$ cat src/rtl/dfir_pkg.sv
`timescale 1ns / 1ps
// ----------------------------------------------------------------------------
// dfir_pkg: shared types and constants of the decimating Q15 FIR filter
// Holds widths, the coefficient table, the controller states and the
// command and status bundles between controller and datapath.
// ----------------------------------------------------------------------------
package dfir_pkg;

  localparam int TAPS     = 19;
  localparam int IDX_W    = $clog2(TAPS);
  localparam int SAMPLE_W = 16;
  localparam int COEF_W   = 16;
  localparam int PROD_W   = SAMPLE_W + COEF_W;
  localparam int ACC_W    = 21;
  localparam int DEC_W    = 8;

  localparam logic [DEC_W-1:0] DEC_RESET = 8'd10;

  typedef enum logic [1:0] {
    ST_IDLE,
    ST_MAC,
    ST_FLUSH,
    ST_DONE
  } dfir_state_t;

  typedef struct packed {
    logic accept;    // store the offered sample and advance the counters
    logic mac_step;  // issue one tap product
    logic load_out;  // copy the finished sum into the output register
  } dfir_cmd_t;

  typedef struct packed {
    logic emit;      // the offered item completes a decimation period
    logic last_tap;  // the tap being issued is the oldest one
  } dfir_sts_t;

  // Q15 coefficients, truncated toward zero; tap 0 weights the newest sample.
  function automatic logic signed [COEF_W-1:0] coef_at(input logic [IDX_W-1:0] k);
    logic signed [COEF_W-1:0] c;
    case (k)
      5'd0:    c = 16'sd2430;
      5'd1:    c = 16'sd1071;
      5'd2:    c = 16'sd1266;
      5'd3:    c = 16'sd1456;
      5'd4:    c = 16'sd1631;
      5'd5:    c = 16'sd1785;
      5'd6:    c = 16'sd1914;
      5'd7:    c = 16'sd2010;
      5'd8:    c = 16'sd2068;
      5'd9:    c = 16'sd2088;
      5'd10:   c = 16'sd2068;
      5'd11:   c = 16'sd2010;
      5'd12:   c = 16'sd1914;
      5'd13:   c = 16'sd1785;
      5'd14:   c = 16'sd1631;
      5'd15:   c = 16'sd1456;
      5'd16:   c = 16'sd1266;
      5'd17:   c = 16'sd1071;
      5'd18:   c = 16'sd2430;
      default: c = '0;
    endcase
    return c;
  endfunction

endpackage

$ cat src/rtl/dfir_datapath.sv
`timescale 1ns / 1ps
// ----------------------------------------------------------------------------
// dfir_datapath: sample window, decimation counter and shared MAC unit
// One multiplier visits the taps one per cycle; the product is registered,
// then floor-shifted, saturated to Q15 and added to the running sum.
// ----------------------------------------------------------------------------
module dfir_datapath (
  input  logic                                    clk,
  input  logic                                    rst_n,
  input  dfir_pkg::dfir_cmd_t                     cmd,
  output dfir_pkg::dfir_sts_t                     sts,
  input  logic signed [dfir_pkg::SAMPLE_W-1:0]    sample_in,
  input  logic                                    cfg_we,
  input  logic        [dfir_pkg::DEC_W-1:0]       cfg_wdata,
  output logic signed [dfir_pkg::ACC_W-1:0]       filtered_value
);
  import dfir_pkg::*;

  logic signed [SAMPLE_W-1:0] win_r [TAPS];
  logic [IDX_W-1:0]           wp_r;
  logic [IDX_W-1:0]           rd_idx_r;
  logic [IDX_W-1:0]           tap_r;
  logic [DEC_W-1:0]           factor_r;
  logic [DEC_W-1:0]           count_r;
  logic [DEC_W-1:0]           count_inc;
  logic signed [PROD_W-1:0]   prod_r;
  logic                       prod_vld_r;
  logic signed [ACC_W-1:0]    acc_r;
  logic signed [ACC_W-1:0]    out_data_r;
  logic signed [PROD_W-16:0]  prod_sh;
  logic signed [SAMPLE_W-1:0] prod_sat;
  logic [IDX_W-1:0]           wp_nxt;
  logic [IDX_W-1:0]           rd_idx_nxt;

  assign count_inc    = count_r + 1'b1;
  assign sts.emit     = (count_inc >= factor_r) || (count_inc == '0);
  assign sts.last_tap = (tap_r == IDX_W'(TAPS - 1));

  assign wp_nxt     = (wp_r == IDX_W'(TAPS - 1)) ? '0 : wp_r + 1'b1;
  assign rd_idx_nxt = (rd_idx_r == '0) ? IDX_W'(TAPS - 1) : rd_idx_r - 1'b1;

  // Floor shift by 15, then clamp to Q15 when the two top bits disagree.
  assign prod_sh = prod_r[PROD_W-1:15];
  always_comb begin
    if (prod_sh[PROD_W-15-1] != prod_sh[PROD_W-15-2]) begin
      prod_sat = prod_sh[PROD_W-15-1] ? {1'b1, {(SAMPLE_W-1){1'b0}}}
                                       : {1'b0, {(SAMPLE_W-1){1'b1}}};
    end else begin
      prod_sat = prod_sh[SAMPLE_W-1:0];
    end
  end

  always_ff @(posedge clk) begin
    if (!rst_n) begin
      for (int i = 0; i < TAPS; i++) win_r[i] <= '0;
      wp_r       <= '0;
      count_r    <= '0;
      factor_r   <= DEC_RESET;
      prod_vld_r <= 1'b0;
    end else begin
      if (cfg_we) begin
        factor_r <= cfg_wdata;
      end
      if (cmd.accept) begin
        win_r[wp_r] <= sample_in;
        wp_r        <= wp_nxt;
        count_r     <= sts.emit ? '0 : count_inc;
      end
      prod_vld_r <= cmd.mac_step;
    end
  end

  always_ff @(posedge clk) begin
    if (cmd.accept) begin
      rd_idx_r <= wp_r;
      tap_r    <= '0;
      acc_r    <= '0;
    end else begin
      if (cmd.mac_step) begin
        rd_idx_r <= rd_idx_nxt;
        tap_r    <= tap_r + 1'b1;
      end
      if (prod_vld_r) begin
        acc_r <= acc_r + ACC_W'(prod_sat);
      end
    end
    if (cmd.mac_step) begin
      prod_r <= win_r[rd_idx_r] * coef_at(tap_r);
    end
    if (cmd.load_out) begin
      out_data_r <= acc_r;
    end
  end

  assign filtered_value = out_data_r;

endmodule

$ cat src/rtl/dfir_ctrl.sv
`timescale 1ns / 1ps
// ----------------------------------------------------------------------------
// dfir_ctrl: sequencing state machine of the decimating FIR filter
// Accepts items, runs the tap sweep when a result is due and owns the
// output valid flag.
// ----------------------------------------------------------------------------
module dfir_ctrl (
  input  logic                 clk,
  input  logic                 rst_n,
  input  logic                 in_valid,
  output logic                 in_ready,
  output logic                 out_valid,
  input  logic                 out_ready,
  input  dfir_pkg::dfir_sts_t  sts,
  output dfir_pkg::dfir_cmd_t  cmd
);
  import dfir_pkg::*;

  dfir_state_t state_r, state_nxt;
  logic        out_valid_r, out_valid_nxt;

  always_comb begin
    state_nxt = state_r;
    case (state_r)
      ST_IDLE: begin
        if (in_valid && sts.emit) state_nxt = ST_MAC;
      end
      ST_MAC: begin
        if (sts.last_tap) state_nxt = ST_FLUSH;
      end
      ST_FLUSH: begin
        state_nxt = ST_DONE;
      end
      ST_DONE: begin
        if (!out_valid_r || out_ready) state_nxt = ST_IDLE;
      end
      default: begin
        state_nxt = ST_IDLE;
      end
    endcase
  end

  always_comb begin
    cmd      = '0;
    in_ready = 1'b0;
    case (state_r)
      ST_IDLE: begin
        in_ready   = 1'b1;
        cmd.accept = in_valid;
      end
      ST_MAC: begin
        cmd.mac_step = 1'b1;
      end
      ST_DONE: begin
        cmd.load_out = !out_valid_r || out_ready;
      end
      default: begin
        cmd = '0;
      end
    endcase
  end

  always_comb begin
    out_valid_nxt = out_valid_r;
    if (out_valid_r && out_ready) out_valid_nxt = 1'b0;
    if (cmd.load_out)             out_valid_nxt = 1'b1;
  end

  always_ff @(posedge clk) begin
    if (!rst_n) begin
      state_r     <= ST_IDLE;
      out_valid_r <= 1'b0;
    end else begin
      state_r     <= state_nxt;
      out_valid_r <= out_valid_nxt;
    end
  end

  assign out_valid = out_valid_r;

endmodule

$ cat src/rtl/decimating_fir_q15.sv
`timescale 1ns / 1ps
// ----------------------------------------------------------------------------
// decimating_fir_q15: 19-tap decimating FIR filter in Q15
// Stores each sample in a 19-entry window and emits one filtered sum every
// N samples, N being the decimation register.
// ----------------------------------------------------------------------------
// Usage:
//   Input items (in_valid/in_ready, in_sample_in) carry one signed Q15
//   sample each. Result items (out_valid/out_ready, out_filtered_value)
//   carry the 21-bit signed sum of the 19 saturated tap products.
//   cfg_we/cfg_wdata write the decimation factor (reset value 10; zero acts
//   like one). Write it only while the filter is idle.
//   An item that does not complete a decimation period is taken and the
//   filter stays ready for the next one. An item that completes a period
//   starts a sweep of the single multiply-accumulate unit over the 19
//   taps, one tap per cycle, then adds the last registered product and
//   hands off the sum; no new item is taken until the sum is handed off.
//   The result sits in an output register, so a stalled receiver does not
//   block new items until a second result is ready to be written; then the
//   filter waits until the first result is taken.
//   Reset (rst_n low, synchronous) clears the window to zeros, the write
//   position and the decimation count, and restores the factor to 10.
// ----------------------------------------------------------------------------
module decimating_fir_q15 (
  input  logic                                 clk,
  input  logic                                 rst_n,
  input  logic                                 in_valid,
  output logic                                 in_ready,
  input  logic signed [dfir_pkg::SAMPLE_W-1:0] in_sample_in,
  output logic                                 out_valid,
  input  logic                                 out_ready,
  output logic signed [dfir_pkg::ACC_W-1:0]    out_filtered_value,
  input  logic                                 cfg_we,
  input  logic        [dfir_pkg::DEC_W-1:0]    cfg_wdata
);
  import dfir_pkg::*;

  dfir_cmd_t cmd;
  dfir_sts_t sts;

  // The controller sequences the tap sweep and owns both handshakes.
  dfir_ctrl u_ctrl (
    .clk       (clk),
    .rst_n     (rst_n),
    .in_valid  (in_valid),
    .in_ready  (in_ready),
    .out_valid (out_valid),
    .out_ready (out_ready),
    .sts       (sts),
    .cmd       (cmd)
  );

  // The datapath holds the window, the counters and the MAC unit.
  dfir_datapath u_dp (
    .clk            (clk),
    .rst_n          (rst_n),
    .cmd            (cmd),
    .sts            (sts),
    .sample_in      (in_sample_in),
    .cfg_we         (cfg_we),
    .cfg_wdata      (cfg_wdata),
    .filtered_value (out_filtered_value)
  );

endmodule

$ cat config.mk
export PLATFORM = sky130hd
export DESIGN_NAME = decimating_fir_q15
export DESIGN_NICKNAME = d
export VERILOG_FILES = /design/src/rtl/dfir_pkg.sv /design/src/rtl/dfir_datapath.sv /design/src/rtl/dfir_ctrl.sv /design/src/rtl/decimating_fir_q15.sv
export SDC_FILE = /design/constraint.sdc
export NUM_CORES = 1
export LEC_CHECK = 0
export BUFFER_PORTS_ARGS = -buffer_cell sky130_fd_sc_hd__buf_2
export CORE_MARGIN = 8
export CORE_UTILIZATION = 30
export CTS_CLUSTER_SIZE = 30
export DETAILED_ROUTE_END_ITERATION = 10
export HOLD_SLACK_MARGIN = 0.12
export PLACE_DENSITY = 0.54
export REMOVE_ABC_BUFFERS = 1
export SYNTH_ARGS = -nofsm -noshare
export SYNTH_HDL_FRONTEND = slang
export SYNTH_SLANG_ARGS = --single-unit
$ cat constraint.sdc
create_clock -name clk -period 9.8 [get_ports clk]
set_input_delay 0.49 -clock clk [delete_from_list [all_inputs] [get_ports clk]]
set_output_delay 0.49 -clock clk [all_outputs]
set_load 0.05 [all_outputs]
# Yosys cells after proc, flatten, opt, wreduce, memory -nomap -nowiden
# Memories as Yosys holds them, arrays and structs flattened. A register that Yosys moved wholly into a read port is not among the register bits.
# Index checks and enable logic that the tools add are counted.
op_classes:
  eq_ne: 9
  muxes: 28
  multipliers: 1
  addsub: 5
  n_reduce_logical: 12
  n_lt_le_gt_ge: 1
op_table:
  columns: ["operator", "count"]
  rows:
  - ["$mux W16", 4]
  - ["$mux W5", 8]
  - ["$mul A16 B16 Y32", 1]
  - ["$add A21 B16 Y21", 1]
  - ["$reduce_or A16 Y1", 1]
  - ["$mux W1", 11]
  - ["$add A5 B1 Y5 const B", 2]
  - ["$eq A5 B5 Y1 const B", 2]
  - ["$add A8 B1 Y8 const B", 1]
  - ["$ge A8 B8 Y1", 1]
  - ["$logic_not A8 Y1", 1]
  - ["$mux W8", 1]
  - ["$pmux W2 S4", 1]
  - ["$mux W2", 3]
  - ["$logic_not A5 Y1", 1]
  - ["$sub A5 B1 Y5 const B", 1]
  - ["$eq A2 B2 Y1 const B", 2]
  - ["$ne A2 B1 Y1 const B", 2]
  - ["$reduce_bool A2 Y1", 2]
  - ["$reduce_and A3 Y1", 1]
  - ["$eq A2 B1 Y1 const B", 1]
  - ["$logic_and A1 B1 Y1", 2]
  - ["$logic_not A2 Y1", 1]
  - ["$logic_or A1 B1 Y1", 2]
  - ["other kinds (3)", 3]
word_totals:
  mem_count: 2
  word_cells: 69
  ramBits: 304
  out_inout_bits: 23
  regBits: 109
  rom_bits: 384
memory_table:
  columns: ["name", "depth", "width", "rd", "rd_ports_with_merged_regs", "write_ports", "line", "rtl"]
  rows:
  - ["(no name shown)", 32, 12, 1, 1, 0, "dfir_pkg.sv:40", "case (k)"]
  - ["u_dp.win_r", 19, 16, 1, 1, 19, "dfir_datapath.sv:19", "logic signed [SAMPLE_W-1:0] win_r [TAPS];"]

# Logic depth before layout (Yosys ltp)
logic_depth:
  depth_word: 7
  ltp_mapped: 32

# Modules after synthesis
# From an unflattened synthesis, not the netlist that was laid out.
hier_totals:
  cells_unflattened: 2667
  hier_area_um2: 34737.1
by_module_without_submodules:
  columns: ["module", "cells_each", "area_per_inst_um2", "instances"]
  rows:
  - ["dfir_datapath", 2643, 34509.3, 1]
  - ["dfir_ctrl", 24, 227.7, 1]

# Worst setup path before layout
# OpenSTA, ideal clock, no wires.
synth_path:
  kind: "register to register"
  start: "register with a tool-made name"
  end: "register u_dp.prod_r[27], data pin"
  slack_ns: 2.110
  setup_ns: 0.263
  required_time_ns: 9.537
  arrival_ns: 7.426
  path_stages_with_launch: 29
  path_cell_list: "dfxtp_1 > buf_2 > buf_1 > mux4_2 > mux4_2 > mux2_2 > buf_2 > and2_1 > fa_1 > inv_1 > fa_1 > fa_1 > inv_1 > fa_1 > fa_1 > inv_1 > fa_1 > inv_1 > ha_1 > a21oi_1 > nand2b_1 > a211oi_1 > nor2b_1 > o21bai_1 > o21ai_4 > nor2b_4 > o21bai_2 > a221oi_2 > xnor2_1"
synth_lines:
  columns: ["item", "line", "rtl"]
  rows:
  - ["end signal: assignment", "dfir_datapath.sv:88", "prod_r <= win_r[rd_idx_r] * coef_at(tap_r);"]
  - ["end: declaration", "dfir_datapath.sv:26", "logic signed [PROD_W-1:0] prod_r;"]

==> metrics <==
critical path endpoint category=register; Clock transition at path regs=0.06 ns; cts-stage hold buffer count=0; vias after detailed routing=20800; minimum period implied by the final worst setup slack=8.31 ns; number of synthesized flops with an enable pin=539; starting density of the core=30.2%; antenna violation net count after detailed routing=1; via count of the first global-routing pass=21400; die boundary height=357 um; number of core rows=125; share of the clock period used by the worst path=84.8%; DRC violations left=0; class of the worst hold path=in2reg; buffer levels on the longest clock path=3; number of buffers created by CTS=71; fraction of registers with async set or reset after synthesis=0%; count of warnings emitted by yosys=0; transition time of the tightest slew-check pin=1.20 ns; initial drt markers=1803; wire length reported by the detailed router=91.9 mm; sequential cell area fraction in the yosys report=51.2%; average detailed-routed wire length per instance=21.2 um; global-route wire length before repair=138 mm; Worst EP arrival=8.67 ns; flip-flop cell with the highest count after synthesis=sky130_fd_sc_hd__edfxtp_1; total routing resource utilization after global routing=14.4%; sum of buffers and inverters on the critical path=4; count of pins on the block boundary=52; final max-slew violation count=0; share of final-layout standard cells stronger than drive strength 1=15.1%; maximum fanout count along the critical path=36; Clock Tree Root=sky130_fd_sc_hd__clkbuf_16; post-synthesis sequential element count=623; type of the worst setup path=reg2reg; initial antenna violation count=4; CTS tree=done; length of the first detailed-routing pass in iterations=5; number of clock sinks=623; via count normalized by instance count=4.80; synthesized instance count=2687; unrepaired setup endpoints after global routing=no; syn_area_per_cell=13.0 um2; clock network latency to the later pin of the worst-skew pair=0.64 ns; number of buffers inserted by post-CTS setup repair=0; gpl congestion=0.787; number of gates resized after cts=0; critical path's top delay family=adder cells; Setup-failing EPs final=0; final net count=3098; final clock skew=0.0584 ns; Worst path most repeated cell=sky130_fd_sc_hd__fa_1; cell area after technology mapping=34900 um2; H-tree depth reported by CTS=3; failing checks=antenna rules; overall die width=357 um; count of cell types in the netlist=70; worst hold slack after final layout=0.136 ns; most common library cell in the layout ignoring fill and taps=sky130_fd_sc_hd__edfxtp_1; Rel. slew slack=19.6%; Max-cap violations=0; grt ovf=0; maximum number of pins on one net before global-route repair=37; hold violation total from the final report=0; reg-to-reg slack, setup=1.49 ns; achievable clock frequency=120 MHz; library cell contributing the largest single delay on the critical path=sky130_fd_sc_hd__dfxtp_4; result of the run=finished with violations; CP peak stage delay=0.86 ns; count of buffers inserted at the top-level ports=51; total half-perimeter wirelength after legalization and detailed placement=60.9 mm; die outline area=128000 um2; post-synthesis to final-layout area growth=13.1%; critical path data required time=10.16 ns; placeable core region=116000 um2; commonest cells after routing, fill and taps aside=539 x sky130_fd_sc_hd__edfxtp_1, 302 x sky130_fd_sc_hd__nor2_1, 301 x sky130_fd_sc_hd__inv_1; Critical Path Source Type=register
[worst paths after layout]
path	from	endpoint	cells after the start
setup reg to reg	register	u_dp.prod_r[27]$_DFFE_PP_	25
hold / removal	cfg_wdata[1]	u_dp.factor_r[1]$_SDFFE_PN1P_	3
setup / recovery	register	u_dp.prod_r[27]$_DFFE_PP_	25
hold reg to reg	u_dp.acc_r[15]$_SDFFE_PP0P_	u_dp.filtered_value[15]$_DFFE_PP_	0
[per-layer routing]
layer	GRT usage, %	part of all wire (%)	vias to the layer above
met2	23.2	46	648
li1	-	-	9423
met4	3.28	1.9	2
met1	20.1	45	10600
met3	2.77	7.0	113
met5	0	0.012	-
[sequential cells by signal (all words and copies together) (netlist names), 8 cells and up, named ones only]
signal               flops
u_dp.prod_r             17
u_dp.filtered_value     21
u_dp.count_r             8
u_dp.factor_r            8
u_dp.win_r             512
u_dp.acc_r              21
[per-stage QoR]
step                      setup TNS (ns)  instance area (um2)  util [%]  setup WS (ns)  instances
after global placement                 0                37100      32.1           1.47       4193
after CTS                              0                39500      34.1           1.36       4323
final                                  0                39500      34.1           1.49       4329
after floorplan                   -24.92                34300         -          -1.76       2553
after global routing                   0                39500      34.1          0.935       4323
after detailed placement               0                37100      32.1           1.41       4193
[tightest hold or removal path, delay by kind of cell]
family                 cells  cell delay [ns]
and+or+nand+nor            1             0.05
AOI/OAI and AO/OA          1             0.06
buffers and inverters      1             0.11
[final cells by class]
cell class / instances / area, um2
tap: 1524 / 1910
fill: 11300 / 76300
timing repair buffer: 116 / 768
clock inverter: 35 / 398
multi-input combinational: 1626 / 15400
clock buffer: 95 / 1960
antenna: 6 / 15.0
inverter: 304 / 1140
sequential: 623 / 17900
[Yosys cell counts, drive strengths merged (51+ instances only)]
library cell / number / area share [%]
a21oi: 69 / 1.0
and2: 148 / 2.7
clkbuf: 87 / 0.94
dfxtp: 84 / 4.8
edfxtp: 539 / 46
fa: 191 / 11
ha: 136 / 4.9
inv: 302 / 3.2
mux4: 148 / 9.6
nand2: 154 / 1.7
nor2: 318 / 3.4
nor2b: 74 / 1.3
o21ai: 51 / 0.76
[logic make-up (layout without fill, tap and decap cells)]
kind of cell               count (synthesis)  in the layout  synth area share [%]
adders and majority gates                327            327                  15.8
buffers and inverters                    438            550                  4.89
other                                      0              6                     0
xor gates and xnor gates                  51             51                  1.28
AOI/OAI and AO/OA                        213            213                  4.02
muxes                                    209            209                  11.4
DFF                                      623            623                  51.2
and+or+nand+nor                          826            826                  11.4
Power is left out: the tool's default activity adds up to more than one toggle a clock period on the data nets, which glitch-free logic cannot reach.
